$ cat src/sv/dlss_pkg.sv
`timescale 1ns / 1ps
`default_nettype none
package dlss_pkg;

  localparam int IN_TDATA_W  = 16;
  localparam int OUT_TDATA_W = 16;

  localparam logic [2:0] PHASE_SAMPLE = 3'd4;

  // q_mode codes, bit 1 is Q7, bit 0 is Q6
  localparam logic [1:0] QM_READ    = 2'd0;
  localparam logic [1:0] QM_SENSE   = 2'd1;
  localparam logic [1:0] QM_WRITE   = 2'd2;
  localparam logic [1:0] QM_LOAD    = 2'd3;

  // data register actions, low nibble of a sequencer word; 0..7 clear
  localparam logic [3:0] ACT_NOP_A  = 4'h8;
  localparam logic [3:0] ACT_SL0    = 4'h9;
  localparam logic [3:0] ACT_SR_A   = 4'hA;
  localparam logic [3:0] ACT_LD_A   = 4'hB;
  localparam logic [3:0] ACT_NOP_B  = 4'hC;
  localparam logic [3:0] ACT_SL1    = 4'hD;
  localparam logic [3:0] ACT_SR_B   = 4'hE;
  localparam logic [3:0] ACT_LD_B   = 4'hF;

  typedef struct packed {
    logic       drive_enabled;
    logic       write_protect;
    logic [7:0] bus_data;
    logic [1:0] q_mode;
    logic       disk_bit;
    logic       disk_present;
  } dlss_item_t;

  typedef struct packed {
    logic [3:0] seq_state;
    logic       write_flux;
    logic       write_strobe;
    logic       bit_taken;
    logic [7:0] data_latch;
  } dlss_result_t;

  typedef struct packed {
    logic [3:0] seq_state;
    logic [7:0] data_reg;
    logic [2:0] phase;
    logic       write_level;
  } dlss_state_t;

  // sequencer ROM: next state in the high nibble, action in the low nibble
  localparam logic [7:0] SEQ_ROM [256] = '{
    8'h18,8'h18,8'h18,8'h18,8'h0A,8'h0A,8'h0A,8'h0A,
    8'h18,8'h18,8'h18,8'h18,8'h18,8'h18,8'h18,8'h18,
    8'h2D,8'h2D,8'h38,8'h38,8'h0A,8'h0A,8'h0A,8'h0A,
    8'h28,8'h28,8'h28,8'h28,8'h28,8'h28,8'h28,8'h28,
    8'hD8,8'h38,8'h08,8'h28,8'h0A,8'h0A,8'h0A,8'h0A,
    8'h39,8'h39,8'h39,8'h39,8'h3B,8'h3B,8'h3B,8'h3B,
    8'hD8,8'h48,8'h48,8'h48,8'h0A,8'h0A,8'h0A,8'h0A,
    8'h48,8'h48,8'h48,8'h48,8'h48,8'h48,8'h48,8'h48,
    8'hD8,8'h58,8'hD8,8'h58,8'h0A,8'h0A,8'h0A,8'h0A,
    8'h58,8'h58,8'h58,8'h58,8'h58,8'h58,8'h58,8'h58,
    8'hD8,8'h68,8'hD8,8'h68,8'h0A,8'h0A,8'h0A,8'h0A,
    8'h68,8'h68,8'h68,8'h68,8'h68,8'h68,8'h68,8'h68,
    8'hD8,8'h78,8'hD8,8'h78,8'h0A,8'h0A,8'h0A,8'h0A,
    8'h78,8'h78,8'h78,8'h78,8'h78,8'h78,8'h78,8'h78,
    8'hD8,8'h88,8'hD8,8'h88,8'h0A,8'h0A,8'h0A,8'h0A,
    8'h08,8'h08,8'h88,8'h88,8'h08,8'h08,8'h88,8'h88,
    8'hD8,8'h98,8'hD8,8'h98,8'h0A,8'h0A,8'h0A,8'h0A,
    8'h98,8'h98,8'h98,8'h98,8'h98,8'h98,8'h98,8'h98,
    8'hD8,8'h29,8'hD8,8'hA8,8'h0A,8'h0A,8'h0A,8'h0A,
    8'hA8,8'hA8,8'hA8,8'hA8,8'hA8,8'hA8,8'hA8,8'hA8,
    8'hCD,8'hBD,8'hD8,8'hB8,8'h0A,8'h0A,8'h0A,8'h0A,
    8'hB9,8'hB9,8'hB9,8'hB9,8'hBB,8'hBB,8'hBB,8'hBB,
    8'hD9,8'h59,8'hD8,8'hC8,8'h0A,8'h0A,8'h0A,8'h0A,
    8'hC8,8'hC8,8'hC8,8'hC8,8'hC8,8'hC8,8'hC8,8'hC8,
    8'hD9,8'hD9,8'hD8,8'hA0,8'h0A,8'h0A,8'h0A,8'h0A,
    8'hD8,8'hD8,8'hD8,8'hD8,8'hD8,8'hD8,8'hD8,8'hD8,
    8'hD8,8'h08,8'hE8,8'hE8,8'h0A,8'h0A,8'h0A,8'h0A,
    8'hE8,8'hE8,8'hE8,8'hE8,8'hE8,8'hE8,8'hE8,8'hE8,
    8'hFD,8'hFD,8'hF8,8'hF8,8'h0A,8'h0A,8'h0A,8'h0A,
    8'hF8,8'hF8,8'hF8,8'hF8,8'hF8,8'hF8,8'hF8,8'hF8,
    8'hDD,8'h4D,8'hE0,8'hE0,8'h0A,8'h0A,8'h0A,8'h0A,
    8'h88,8'h88,8'h08,8'h08,8'h88,8'h88,8'h08,8'h08
  };

endpackage
`default_nettype wire

$ cat src/sv/disk_logic_state_sequencer.sv
`timescale 1ns / 1ps
`default_nettype none
// Channel  Dir  tdata fields (low bit up)                               handshake
// in_      in   disk_present, disk_bit, q_mode, bus_data, write_protect,  tvalid/tready
//               drive_enabled, 2 pad bits
// out_     out  data_latch, bit_taken, write_strobe, write_flux,          tvalid/tready
//               seq_state, 1 pad bit
// One item per clock while out_ is not stalled; each item sees an input register, the ROM
// lookup and action logic, then the result register on its way from in_ to out_.
// Sequencer state updates when an item moves from the input to the result register.
// A stalled out_ holds its item while one more item waits in the input register.
// rst_n is synchronous; it clears both stage valids and the sequencer state.
module disk_logic_state_sequencer (
  input  wire logic                               clk,
  input  wire logic                               rst_n,
  input  wire logic                               in_tvalid,
  output logic                                    in_tready,
  // disk_present, disk_bit, q_mode[1:0], bus_data[7:0], write_protect, drive_enabled
  input  wire logic [dlss_pkg::IN_TDATA_W-1:0]    in_tdata,
  output logic                                    out_tvalid,
  input  wire logic                               out_tready,
  // data_latch[7:0], bit_taken, write_strobe, write_flux, seq_state[3:0]
  output logic [dlss_pkg::OUT_TDATA_W-1:0]        out_tdata
);
  import dlss_pkg::*;

  logic         in_valid_r;
  dlss_item_t   in_item_r;
  logic         out_valid_r;
  dlss_result_t out_res_r;
  dlss_state_t  state_r;
  dlss_state_t  state_nxt;
  dlss_result_t res_nxt;
  logic         advance;

  assign advance   = in_valid_r & (~out_valid_r | out_tready);
  assign in_tready = ~in_valid_r | advance;

  dlss_step u_step (
    .cur  (state_r),
    .item (in_item_r),
    .nxt  (state_nxt),
    .res  (res_nxt)
  );

  always_ff @(posedge clk) begin
    if (!rst_n) begin
      in_valid_r  <= 1'b0;
      out_valid_r <= 1'b0;
      state_r     <= '0;
    end else begin
      if (in_tready) begin
        in_valid_r <= in_tvalid;
      end
      if (advance) begin
        out_valid_r <= 1'b1;
        state_r     <= state_nxt;
      end else if (out_tready) begin
        out_valid_r <= 1'b0;
      end
    end
  end

  always_ff @(posedge clk) begin
    if (in_tready && in_tvalid) begin
      in_item_r <= dlss_item_t'(in_tdata[$bits(dlss_item_t)-1:0]);
    end
    if (advance) begin
      out_res_r <= res_nxt;
    end
  end

  assign out_tvalid = out_valid_r;
  assign out_tdata  = {{(OUT_TDATA_W-$bits(dlss_result_t)){1'b0}}, out_res_r};

`ifndef SYNTHESIS
  // a tick never both reads and writes the head
  a_read_write_excl: assert property (@(posedge clk) disable iff (!rst_n)
    out_tvalid |-> !(out_res_r.bit_taken && out_res_r.write_strobe))
    else $error("bit_taken and write_strobe both set");

  // flux only on a write tick
  a_flux_strobe: assert property (@(posedge clk) disable iff (!rst_n)
    out_tvalid && out_res_r.write_flux |-> out_res_r.write_strobe)
    else $error("write_flux without write_strobe");

  // phase counter moves by one per processed item
  a_phase_step: assert property (@(posedge clk) disable iff (!rst_n)
    advance |=> state_r.phase == $past(state_r.phase) + 3'd1)
    else $error("phase counter skipped");

  // the result register reports the committed sequencer state
  a_state_match: assert property (@(posedge clk) disable iff (!rst_n)
    advance |=> out_res_r.seq_state == state_r.seq_state
                && out_res_r.data_latch == state_r.data_reg)
    else $error("result does not match sequencer state");
`endif

endmodule
`default_nettype wire

$ cat src/sv/dlss_step.sv
`timescale 1ns / 1ps
`default_nettype none
module dlss_step (
  input  wire dlss_pkg::dlss_state_t  cur,
  input  wire dlss_pkg::dlss_item_t   item,
  output dlss_pkg::dlss_state_t  nxt,
  output dlss_pkg::dlss_result_t res
);
  import dlss_pkg::*;

  logic       phase4;
  logic       q7;
  logic       pulse;
  logic       taken;
  logic       strobe;
  logic [7:0] addr;
  logic [7:0] op;
  logic [3:0] next_state;
  logic [7:0] reg_act;

  assign phase4 = (cur.phase == PHASE_SAMPLE);
  assign q7     = item.q_mode[1];
  assign taken  = item.disk_present & phase4 & ~q7;
  assign pulse  = taken & item.disk_bit;
  assign addr   = {cur.seq_state, item.q_mode, cur.data_reg[7], ~pulse};
  assign op     = SEQ_ROM[addr];
  assign next_state = op[7:4];
  assign strobe = item.disk_present & phase4 & q7 & item.drive_enabled;

  always_comb begin
    case (op[3:0]) inside
      ACT_NOP_A, ACT_NOP_B: reg_act = cur.data_reg;
      ACT_SL0:              reg_act = {cur.data_reg[6:0], 1'b0};
      ACT_SL1:              reg_act = {cur.data_reg[6:0], 1'b1};
      ACT_SR_A, ACT_SR_B:   reg_act = {item.write_protect, cur.data_reg[7:1]};
      ACT_LD_A, ACT_LD_B:   reg_act = item.bus_data;
      default:              reg_act = 8'h00; // codes 0..7 clear
    endcase
  end

  always_comb begin
    nxt       = cur;
    nxt.phase = cur.phase + 3'd1;
    if (item.disk_present) begin
      nxt.seq_state = next_state;
      nxt.data_reg  = reg_act;
      if (strobe) begin
        nxt.write_level = next_state[3];
      end
    end
  end

  assign res.data_latch   = nxt.data_reg;
  assign res.seq_state    = nxt.seq_state;
  assign res.bit_taken    = taken;
  assign res.write_strobe = strobe;
  assign res.write_flux   = strobe & (next_state[3] ^ cur.write_level);

endmodule
`default_nettype wire

$ cat config.mk
export PLATFORM = sky130hd
export DESIGN_NAME = disk_logic_state_sequencer
export DESIGN_NICKNAME = d
export VERILOG_FILES = /design/src/sv/dlss_pkg.sv /design/src/sv/disk_logic_state_sequencer.sv /design/src/sv/dlss_step.sv
export SDC_FILE = /design/constraint.sdc
export NUM_CORES = 1
export LEC_CHECK = 0
export ABC_AREA = 1
export BUFFER_PORTS_ARGS = -buffer_cell sky130_fd_sc_hd__buf_4
export CAP_MARGIN = 20
export CORE_MARGIN = 2
export CORE_UTILIZATION = 23
export DETAILED_ROUTE_END_ITERATION = 10
export GPL_TIMING_DRIVEN = 0
export PLACE_DENSITY = 0.43
export SYNTH_ARGS = -nofsm -noshare
export SYNTH_HDL_FRONTEND = slang
export SYNTH_SLANG_ARGS = --single-unit
export TNS_END_PERCENT = 30
$ cat constraint.sdc
create_clock -name clk -period 4.5 [get_ports clk]
set_clock_uncertainty 0.15 [all_clocks]
set_input_delay 0 -clock clk [delete_from_list [all_inputs] [get_ports clk]]
set_output_delay 0 -clock clk [all_outputs]
set_load 0.01 [all_outputs]
# Word-level counts from Yosys, hierarchy flattened
# Memory sizes are Yosys's and may differ from the RTL's.
# Index checks and enable logic that the tools add are counted.
# op_classes
n_reduce_logical	6
mux	10
bitwise	15
add_sub_neg	1
magnitude_cmp	1
eq_ne	9
# ops
operator	count
two-way mux 8 bit	7
equality test 4 bit (second input constant)	8
two-way mux 12 bit	1
greater-or-equal comparator 9 bit (second input constant)	1
inverter 8 -> 9 bit	1
bitwise AND 1 bit	7
OR reduction 2 bit	3
inverter 1 bit	4
adder 3 x 1 -> 3 bit (second input constant)	1
equality test 3 bit (second input constant)	1
AND reduction 3 bit	1
two-way mux 1 bit	2
OR 1 bit	2
nonzero test 2 bit	1
logical AND 1 bit	1
XOR 1 bit	1
# word_totals
ff_bits	47
mem_bits_ro	2048
output_inout_bits	18
elab_cells	60
inputBits	20
memories	1
# memory_table
name	words	word_bits	read_ports	rd_ports_with_merged_regs	write_ports	line	text
(no name shown)	256	8	1	0	0	dlss_step.sv:26	assign op = SEQ_ROM[addr];

# Depth between registers and ports, before layout
# Gate-level depths: netlist (run 1).
# depth
word_depth	17
mapped_depth	16
ltp_nobuf	16

# Cells and area by module
# Synthesis (run 1) repeated with hierarchy kept, for this count alone.
# unflattened
hier_cells	367
area_unflattened_um2	3022.9
# modules_own_cells
mod	cells_per_inst	area_each_um2	instances	seq_area_each_um2
disk_logic_state_sequencer	149	1771.7	1	1231.2
dlss_step	218	1251.2	1	0.0

# Least setup slack after synthesis (run 1)
# No wires, ideal clock.
# synth_path
path_kind	register to register
startpoint	register in_item_r[3] (netlist name)
endpoint	register out_res_r (netlist bit out_tdata[0]) (data pin)
required_time_ps	4095
arrival_time_ps	1471
stages_incl_launch_ff	12
path_slack_ps	2625
period_less_slack_ps	1875
setup_time_ps	255
n_path_buf	1
path_cell_list	edfxtp_1 -> buf_6 -> nor2_4 -> nand2_1 -> nor2_1 -> a21oi_2 -> nand2_4 -> nand2_4 -> inv_2 -> nand3_1 -> nand3_1 -> nand2_1
# synth_rtl
item	line	text
from (decl)	disk_logic_state_sequencer.sv:28	dlss_item_t in_item_r;
from (signal assigned)	disk_logic_state_sequencer.sv:66	in_item_r <= dlss_item_t'(in_tdata[$bits(dlss_item_t)-1:0]);
to (signal assigned)	disk_logic_state_sequencer.sv:69	out_res_r <= res_nxt;
to (decl)	disk_logic_state_sequencer.sv:30	dlss_result_t out_res_r;

==> flow_metrics.env, run 1 <==
export IMPL_synth_cell_type_count=34
export IMPL_synth_adder_area_share_pct=0.960
export IMPL_avgViaCountPerCell=4.31
export IMPL_grt_pass1_vias=2244
export IMPL_cts_root_buf="clkbuf_16"
export IMPL_combPwrFrac_pct=17.6
export IMPL_setup_viol=0
export IMPL_power_frac_clock_pct=34.2
export IMPL_synthTopCellsByCount="nand2_1, nand3_1, inv_1"
export IMPL_die_x_um=110
export IMPL_synth_flop_cell="edfxtp_1"
export IMPL_synth_xor_area_share_pct=0.336
export IMPL_critPathRequiredTime_ns=4.39
export IMPL_vias=2291
export IMPL_syn_area_um2=2610
export IMPL_wl_per_cell_um=12.2
export IMPL_hold_viol_final=0
export IMPL_grt_overflow_total=0
export IMPL_worstSetupEndpointType="flop"
export IMPL_yosysTopAreaCell="edfxtp_1"
export IMPL_netSwitchingFraction_pct=26.6
export IMPL_dieArea_um2=12200
export IMPL_ys_warnings_count=0
export IMPL_synth_compound_area_share_pct=8.79
export IMPL_internal_power_uw=764
export IMPL_wl_um=6500
export IMPL_critPathKind="flop to flop"
export IMPL_coreArea_um2=10900
export IMPL_die_h_um=110
export IMPL_rr_worst_depth=9
export IMPL_slew_violations=0
export IMPL_synth_seq_area_share_pct=47.2
export IMPL_cts_max_level=2
export IMPL_power_density_nw_per_um2=309
export IMPL_synth_most_common_cell="nand2_1"
export IMPL_syn_area_per_cell_um2=7.87
export IMPL_stdcell_area_um2=3370
export IMPL_drive_above_1_share_pct=19.1
export IMPL_syn_num_nets=353
export IMPL_cts_buffers=5
export IMPL_crit_chain="nand3_2, nor2_4, nand3_1, o21ai_1, nand3_1, o211ai_1, nand2_1, xor2_1, nor2_1"
export IMPL_holdWs_ns=0.276
export IMPL_synthTopCellsByArea="edfxtp_1, dfxtp_1, nand2_1, nand3_1, inv_1"
export IMPL_timing_rr_end="out_tdata[10]$_DFFE_PP_"
export IMPL_slowest_stage="edfxtp_1"
export IMPL_synth_top_area_share_pct=33.4
export IMPL_worst_pin_slew_ns=0.638
export IMPL_drc=0
export IMPL_path_delay_family="simple AND/OR/NAND/NOR gates"
export IMPL_synth_edf_count=29
export IMPL_gp_congestion=0.834
export IMPL_syn_to_final_growth_pct=29.3
export IMPL_dpl_cell_area_um2=3050
export IMPL_r2r_start="in_item_r[0]$_DFFE_PP_"
export IMPL_fmax_mhz=444
export IMPL_relSlewSlack_pct=57.5
export IMPL_synth_seq_cells=47
export IMPL_critPathMaxFanout=6
export IMPL_rrSetupSlack_ns=2.25
export IMPL_fin_setup_tns_ns=0
export IMPL_clock_latency_ns=0.28
export IMPL_crit_top_cell="nand3_1"
export IMPL_drv_cap=0
export IMPL_syn_inst=331
export IMPL_port_buffers=34
export IMPL_status="finished clean"
export IMPL_drtPass1Iterations=4
export IMPL_start_util_pct=23.8
export IMPL_antennaDiodeCount=0
export IMPL_hpwl_um=4780
export IMPL_finalCoreUtilization_pct=30.8
export IMPL_cts_tree="done"
export IMPL_min_path_cells=2
export IMPL_antenna_left=0
export IMPL_cp_num_buf_inv=0
export IMPL_nets=413
export IMPL_cts_max_path_buffers=2
export IMPL_grt_pass1_wl_um=11400
export IMPL_fin_crit_sh_pct=50.1
export IMPL_muxShareOfSynthArea_pct=0
export IMPL_dpl_cell_count=506
export IMPL_irDropWorstVdd_v=0.000149
export IMPL_p_sw_uw=277
export IMPL_boundaryPins=38
export IMPL_synthSimpleGateAreaFrac_pct=33.5
export IMPL_min_period_ns=2.25
export IMPL_antenna_found_initial=0
export IMPL_rsz0062_at_grt="no"
export IMPL_async_reset_ff_share_pct=0
export IMPL_synth_top_family_by_area="simple AND/OR/NAND/NOR gates"
export IMPL_hp_start="in_tdata[13]"
export IMPL_p_leak_uw=0.00151
export IMPL_grt_max_degree=15
export IMPL_path_clk_slew_ns=0.06
export IMPL_rows=38
export IMPL_seq_power_share_pct=48.1
export IMPL_holdCritPathClass="primary input to flop"
export IMPL_drt_iter0_drc=129
export IMPL_post_cts_buffers=0
export IMPL_clkSinkCount=47
export IMPL_slowest_delay_ns=0.51
export IMPL_worstPathArrival_ns=2.14
export IMPL_finalNonFillerCells=532
export IMPL_min_to="in_item_r[13]$_DFFE_PP_"
export IMPL_cp_start_kind="flop"
export IMPL_fillers=1180
export IMPL_grt_usage_pct=11.3
## state kept, by name, summed over array words and instances (netlist names)
name / cells
in_item_r: 14
in_valid_r: 1
out_tdata: 15
out_tvalid: 1
state_r: 16
## logic make-up after synthesis
kind of cell | after synthesis
flip-flops | 47
other | 1
XOR/XNOR | 1
AND/OR/NAND/NOR | 182
buffers and inverters | 56
AO/OA/AOI/OAI | 42
adder cells (fa/ha/maj) | 2
## metal layers
metal	vias up	track usage [%]	routed length, um
li1	1208	-	-
met1	1020	17.2	3440
met2	54	16.2	2630
met3	9	1.92	309
met4	0	3.58	114
met5	-	0	0
## per-stage QoR
stage                     total power [uW]  setup slack (ns)
after global routing                  1100              2.04
after CTS                             1050              2.26
final                                 1040              2.25
after floorplan                        622              2.62
after detailed placement               683              2.27
after global placement                 681              2.05
## placed cells by master (no fill, tap or decap), types with 2 or more instances in the layout
cell | Yosys | routed
nand2_4 | 2 | 2
inv_1 | 40 | 40
nand2_1 | 90 | 90
nand4_1 | 2 | 2
nand2_2 | 9 | 9
clkbuf_16 | 0 | 5
clkbuf_1 | 3 | 5
inv_2 | 4 | 4
buf_2 | 5 | 5
nor2_1 | 14 | 14
nor3_1 | 3 | 3
edfxtp_1 | 29 | 29
nor3_2 | 2 | 2
buf_4 | 1 | 35
nand3_1 | 52 | 52
nor2_8 | 2 | 2
nor2_4 | 3 | 3
o21ai_0 | 13 | 13
dlygate4sd3_1 | 0 | 18
ha_1 | 2 | 2
a21oi_1 | 23 | 23
dfxtp_1 | 18 | 18
## power by group through the flow
stage	registers, uW	clock network [uW]	logic [uW]
3_3_place_gp	511	0	171
4_1_cts	501	367	185
3_5_place_dp	511	0	172
5_1_grt	504	385	209
6_report	501	357	184
2_1_floorplan	511	0	111
## worst reg2reg max path: cells and delay by family, from the launching register on
family / cells / cell delay (ns)
AND/OR/NAND/NOR: 6 / 0.91
AO/OA/AOI/OAI: 2 / 0.29
XOR/XNOR: 1 / 0.15
flip-flops: 1 / 0.51
## worst max-delay path by stage
stage               cells after the start                     from  slack [ns]                  endpoint
detailed placement                      9   in_item_r[0]$_DFFE_PP_        2.27   out_tdata[10]$_DFFE_PP_
finish                                  9   in_item_r[0]$_DFFE_PP_        2.25   out_tdata[10]$_DFFE_PP_
CTS                                     9   in_item_r[0]$_DFFE_PP_        2.26   out_tdata[10]$_DFFE_PP_
floorplan                              11   in_item_r[3]$_DFFE_PP_        2.62    out_tdata[0]$_DFFE_PP_
global placement                        7  out_tvalid$_SDFFE_PN0P_        2.05  state_r[15]$_SDFFE_PN0P_
global route                            9   in_item_r[0]$_DFFE_PP_        2.04   out_tdata[10]$_DFFE_PP_
## cell type report
cell class / instances / area, um2 / area share, %
inverters: 46 / 180 / 5.35
multi-input cells: 228 / 1140 / 33.8
repair buffers: 53 / 450 / 13.4
clock inverters: 1 / 5.00 / 0.149
flip-flops and latches: 47 / 1230 / 36.5
well taps: 140 / 175 / 5.20
plain buffers: 10 / 55.1 / 1.63
clock buffers: 7 / 133 / 3.94
## repair_timing
item / in CTS / in global routing
hold endpoints to repair: 24 / 0
hold buffers: 18 / 0
resized for setup: 0 / 0
endpoints found under the setup margin: 0 / 0
Note: power is estimated with default switching activity, not from simulation.
==> run 2, diff against run 1 <==
--- a/config.mk
+++ b/config.mk
@@ -12,7 +12,7 @@
 export CORE_UTILIZATION = 23
 export DETAILED_ROUTE_END_ITERATION = 10
 export GPL_TIMING_DRIVEN = 0
-export PLACE_DENSITY = 0.43
+export PLACE_DENSITY = 0.44
 export SYNTH_ARGS = -nofsm -noshare
 export SYNTH_HDL_FRONTEND = slang
 export SYNTH_SLANG_ARGS = --single-unit
==> constraint.sdc (replaced) <==
create_clock -name clk -period 1.9 [get_ports clk]
set_clock_uncertainty 0.15 [all_clocks]
set_input_delay 0 -clock clk [delete_from_list [all_inputs] [get_ports clk]]
set_output_delay 0 -clock clk [all_outputs]
set_load 0.01 [all_outputs]
==> run 2 against run 1 <==
Effect of this change: utilization rose by 5.0 points; clock power grew to 2.7 times the previous value; largest power group unchanged; via count rose by 8.0%; the run now ends with negative setup slack left.
==> flow_metrics.env, run 2 (synthesis results as in run 1) <==
export IMPL_drv_cap=0
export IMPL_nets=450
export IMPL_die_h_um=110
export IMPL_hold_viol_final=0
export IMPL_boundaryPins=38
export IMPL_drtPass1Iterations=4
export IMPL_relSlewSlack_pct=63.8
export IMPL_finalCoreUtilization_pct=35.8
export IMPL_hpwl_um=4700
export IMPL_worstSetupEndpointType="flop"
export IMPL_clock_latency_ns=0.28
export IMPL_antenna_found_initial=0
export IMPL_rows=38
export IMPL_antennaDiodeCount=0
export IMPL_port_buffers=34
export IMPL_dieArea_um2=12200
export IMPL_violations="negative setup slack"
export IMPL_gp_congestion=0.873
export IMPL_drc=0
export IMPL_path_clk_slew_ns=0.06
export IMPL_layout_common_cells="nand2_1, buf_4, nand3_1"
export IMPL_rr_worst_depth=14
export IMPL_grt_pass1_vias=2318
export IMPL_holdWs_ns=0.183
export IMPL_setup_viol=21
export IMPL_drive_above_1_share_pct=36.4
export IMPL_rrSetupSlack_ns=-0.15
export IMPL_r2r_start="state_r[2]$_SDFFE_PN0P_"
export IMPL_fmax_mhz=489
export IMPL_status="finished with violations"
export IMPL_cp_startpoint="state_r[2]$_SDFFE_PN0P_"
export IMPL_cp_start_kind="flop"
export IMPL_grt_pass1_wl_um=11800
export IMPL_antenna_left=0
export IMPL_syn_to_final_growth_pct=50.1
export IMPL_cts_max_level=2
export IMPL_largest_reg_flops=16
export IMPL_timing_rr_end="state_r[2]$_SDFFE_PN0P_"
export IMPL_rsz0062_at_grt="yes"
export IMPL_grt_overflow_total=0
export IMPL_drt_iter0_drc=127
export IMPL_vias=2474
export IMPL_coreArea_um2=10900
export IMPL_p_leak_uw=0.00174
export IMPL_slew_violations=0
export IMPL_critPathMaxFanout=2
export IMPL_power_density_nw_per_um2=692
export IMPL_worstPathArrival_ns=2.11
export IMPL_critPathRequiredTime_ns=1.96
export IMPL_die_x_um=110
export IMPL_pre_cts_slack_ns=-0.282
export IMPL_timing_final_ws_setup_ns=-0.147
export IMPL_start_util_pct=23.8
export IMPL_grt_usage_pct=11.7
export IMPL_fin_crit_sh_pct=108
export IMPL_fin_setup_tns_ns=-2.48
export IMPL_grt_max_degree=15
export IMPL_cts_max_path_buffers=2
export IMPL_largest_register="state_r"
export IMPL_irDropWorstVdd_v=0.000339
export IMPL_fillers=1179
export IMPL_holdCritPathClass="primary input to flop"
export IMPL_cts_root_buf="clkbuf_16"
export IMPL_clkSinkCount=47
export IMPL_wl_per_cell_um=12.3
export IMPL_cts_tree="done"
export IMPL_worst_pin_slew_ns=0.543
export IMPL_cts_buffers=5
export IMPL_critPathKind="flop to flop"
export IMPL_wl_um=6990
export IMPL_min_period_ns=2.05
export IMPL_avgViaCountPerCell=4.35
export IMPL_layout_cells_most_common="nand2_1"
export IMPL_endpoint="state_r[2]$_SDFFE_PN0P_"
[run 2: cell types whose count changed in the layout (fill, tap and decap cells not counted), sizes merged]
cell and change:
buf +36, nor2 +1
[run 2: final cells by class]
type	instances	area [um2]	area share, %
inverter	46	186	4.77
sequential	47	1230	31.6
multi-input combinational	229	1320	33.8
buffer	10	62.6	1.60
clock inverter	1	5.00	0.128
clock buffer	7	164	4.19
timing repair buffer	89	759	19.4
tap	140	175	4.48
[run 2: how the worst min path moves through the flow]
| stage | slack [ns] | from | cells after the start | to |
|---|---|---|---|---|
| 3_3_place_gp | 0.03 | in_tdata[3] | 1 | in_item_r[3]$_DFFE_PP_ |
| 3_5_place_dp | 0.03 | in_tdata[6] | 1 | in_item_r[6]$_DFFE_PP_ |
| 5_1_grt | 0.23 | out_tready | 4 | in_tready |
| 6_report | 0.18 | out_tready | 6 | state_r[0]$_SDFFE_PN0P_ |
| 4_1_cts | 0.20 | out_tready | 4 | in_tready |
| 2_1_floorplan | -0.05 | in_tdata[0] | 0 | in_item_r[0]$_DFFE_PP_ |
[run 2: metrics by stage]
| step | power [uW] | area [um2] | instances |
|---|---|---|---|
| 5_1_grt | 2830 | 3910 | 569 |
| 2_1_floorplan | 1470 | 2610 | 331 |
| 6_report | 2710 | 3910 | 569 |
| 3_5_place_dp | 1610 | 3050 | 506 |
| 3_3_place_gp | 1610 | 3040 | 505 |
| 4_1_cts | 2700 | 3780 | 564 |
[run 2: worst max-delay path, cell delays in order (launching register included)]
cell and delay, ns:
dfxtp_2 0.34, inv_2 0.05, buf_4 0.12, buf_4 0.12, buf_4 0.12, buf_4 0.12
buf_4 0.12, buf_4 0.12, buf_6 0.10, buf_6 0.10, buf_6 0.10, buf_6 0.10
buf_6 0.10, buf_6 0.10, a21oi_2 0.09
[run 2: report_power, final]
part	internal (uW)	leakage (uW)	switching [uW]	total, uW
combinational	244	0.00123	317	560
sequential	1150	0.000430	35.2	1190
clock	601	0.0000850	357	958
[run 2: metal layers]
metal	wire [um]	GRT usage (%)	up-vias
li1	-	-	1282
met1	3490	16.5	1120
met2	3110	18.1	66
met3	322	2.09	6
met4	71	3.50	0
met5	0	0	-
[run 2: repair_timing]
action / in CTS / in global routing
hold endpoints to repair: 24 / 0
buffers inserted: 32 / 5
cloned: 1 / 0
resized for setup: 35 / 25
endpoints found under the setup margin: 42 / 37
hold buffers: 18 / 0
pin swaps: 11 / 13
==> run 3, diff against run 2 <==
==> constraint.sdc (replaced) <==
create_clock -name clk -period 1.7 [get_ports clk]
set_clock_uncertainty 0.15 [all_clocks]
set_input_delay 0 -clock clk [delete_from_list [all_inputs] [get_ports clk]]
set_output_delay 0 -clock clk [all_outputs]
set_load 0.01 [all_outputs]
==> run 3 against run 2 <==
Effect of this change: the flow still finishes with violations (negative setup slack); sequential share of layout area is 1.4 points higher; worst hold slack better by 0.093 ns; utilization is 1.5 points lower; register-to-register slack worse by 0.21 ns; worst setup slack worse by 0.21 ns; routed wire length is 0.83% lower; first-iteration DRC count is 5.5% lower; critical path depth is 2 lower; largest cell class unchanged.
==> flow_metrics.env, run 3 (synthesis results as in run 1) <==
export IMPL_layout_common_cells="nand2_1, buf_4, nand3_1"
export IMPL_cts_buffers=5
export IMPL_relSlewSlack_pct=64.2
export IMPL_clkSinkCount=47
export IMPL_largest_register="state_r"
export IMPL_path_clk_slew_ns=0.06
export IMPL_setup_viol=26
export IMPL_grt_max_degree=25
export IMPL_met3_length_um=271
export IMPL_critPathMaxFanout=5
export IMPL_worstSetupEndpointType="flop"
export IMPL_largest_reg_flops=16
export IMPL_holdCritPathClass="primary input to flop"
export IMPL_gp_congestion=0.847
export IMPL_coreArea_um2=10900
export IMPL_fmax_mhz=486
export IMPL_clock_latency_ns=0.29
export IMPL_top_layer_used="met4"
export IMPL_start_util_pct=23.8
export IMPL_dieArea_um2=12200
export IMPL_rr_worst_depth=12
export IMPL_worstPathArrival_ns=1.94
export IMPL_timing_rr_end="out_tdata[1]$_DFFE_PP_"
export IMPL_die_x_um=110
export IMPL_grt_usage_pct=11.4
export IMPL_port_buffers=34
export IMPL_cts_max_level=2
export IMPL_hp_start="in_tdata[7]"
export IMPL_nets=432
export IMPL_syn_to_final_growth_pct=43.6
export IMPL_finalCoreUtilization_pct=34.2
export IMPL_wl_per_cell_um=12.6
export IMPL_grt_pass1_vias=2250
export IMPL_violations="negative setup slack"
export IMPL_cp_start_kind="flop"
export IMPL_dpl_cell_area_um2=3050
export IMPL_finalNonFillerCells=550
export IMPL_stdcell_area_um2=3740
export IMPL_r2r_start="in_item_r[3]$_DFFE_PP_"
export IMPL_avgViaCountPerCell=4.37
export IMPL_fillers=1165
export IMPL_vias=2404
export IMPL_rsz0062_at_grt="yes"
export IMPL_cts_max_path_buffers=2
export IMPL_drt_met1_wl_um=3510
export IMPL_drive_above_1_share_pct=32.2
export IMPL_fin_setup_tns_ns=-7.39
export IMPL_drt_iter0_drc=120
export IMPL_hpwl_um=4710
export IMPL_grt_pass1_wl_um=11400
export IMPL_layout_cells_most_common="nand2_1"
export IMPL_rrSetupSlack_ns=-0.36
export IMPL_min_path_cells=2
export IMPL_min_period_ns=2.06
export IMPL_min_to="in_item_r[7]$_DFFE_PP_"
export IMPL_p_leak_uw=0.00164
export IMPL_timing_final_ws_setup_ns=-0.359
export IMPL_die_h_um=110
export IMPL_irDropWorstVdd_v=0.000353
export IMPL_drc=0
export IMPL_drtPass1Iterations=4
export IMPL_rows=38
export IMPL_status="finished with violations"
export IMPL_cts_tree="done"
export IMPL_antennaDiodeCount=0
export IMPL_critPathKind="flop to flop"
export IMPL_drv_cap=0
export IMPL_critPathRequiredTime_ns=1.59
export IMPL_cts_root_buf="clkbuf_16"
export IMPL_met2_length_um=3060
export IMPL_wl_um=6930
export IMPL_boundaryPins=38
export IMPL_hold_viol_final=0
export IMPL_fin_crit_sh_pct=121
export IMPL_dpl_cell_count=505
export IMPL_antenna_left=0
export IMPL_worst_pin_slew_ns=0.537
export IMPL_slew_violations=0
export IMPL_grt_overflow_total=0
export IMPL_power_density_nw_per_um2=789
export IMPL_antenna_found_initial=0
## run 3: cell types whose count changed in the layout (fill, tap and decap cells not counted), sizes merged
cell | previous run | this run
buf | 78 | 59
clkbuf | 10 | 12
clkinv | 2 | 1
dlygate4sd3 | 18 | 17
## run 3: layer usage
layer	global-route usage, %	up-vias
met5	0	-
met4	3.42	0
met3	2.03	7
met2	17.7	53
met1	16.1	1100
li1	-	1244
## run 3: metrics by stage
stage / hold slack (ns) / worst slack [ns] / total power, uW
floorplan: -0.0511 / -0.161 / 1650
global placement: 0.0286 / -0.512 / 1810
detailed placement: 0.0295 / -0.473 / 1810
CTS: 0.272 / -0.356 / 2960
global route: 0.282 / -0.462 / 3090
finish: 0.276 / -0.359 / 2950
## run 3: worst max path at each step
stage / startpoint / endpoint / slack, ns / cells past startpoint
after global placement: in_item_r[0]$_DFFE_PP_ / out_tdata[10]$_DFFE_PP_ / -0.51 / 9
after CTS: state_r[2]$_SDFFE_PN0P_ / out_tdata[7]$_DFFE_PP_ / -0.36 / 13
final: in_item_r[3]$_DFFE_PP_ / out_tdata[1]$_DFFE_PP_ / -0.36 / 12
after detailed placement: in_item_r[0]$_DFFE_PP_ / out_tdata[7]$_DFFE_PP_ / -0.47 / 11
after floorplan: state_r[1]$_SDFFE_PN0P_ / out_tdata[10]$_DFFE_PP_ / -0.16 / 11
after global routing: state_r[2]$_SDFFE_PN0P_ / state_r[7]$_SDFFE_PN0P_ / -0.46 / 16
## run 3: worst max-delay path: stages (launching register included)
cell	delay, ns
edfxtp_1	0.38
buf_6	0.16
buf_12	0.12
nor2_4	0.18
nand2_2	0.09
nand2_2	0.09
nand2_2	0.05
nand2_2	0.07
nand2_2	0.06
nor2_4	0.19
nor2_4	0.09
nand3_2	0.10
nand2_1	0.08
## run 3: where the power goes
part / internal, uW / leakage (uW) / switching (uW)
Sequential: 1290 / 0.000430 / 41.8
Clock: 627 / 0.0000751 / 408
Combinational: 246 / 0.00114 / 342
Total: 2160 / 0.00164 / 792
## run 3: timing repair
| item | CTS | global route |
|---|---|---|
| pin swaps | 11 | 7 |
| buffers inserted | 18 | 2 |
| setup endpoints to repair | 42 | 45 |
| resized for setup | 31 | 19 |
| gates cloned | 1 | 0 |
| endpoints found under the hold margin | 24 | 0 |
| hold buffers | 17 | 0 |
## run 3: area by class of cell
cell class | instances | area, um2 | share of cell area, %
Multi-Input combinational cell | 229 | 1320 | 35.2
Timing Repair Buffer | 71 | 604 | 16.1
Clock buffer | 7 | 154 | 4.11
Inverter | 46 | 189 | 5.05
Sequential cell | 47 | 1230 | 33.0
Buffer | 10 | 70.1 | 1.87
Tap cell | 140 | 175 | 4.68
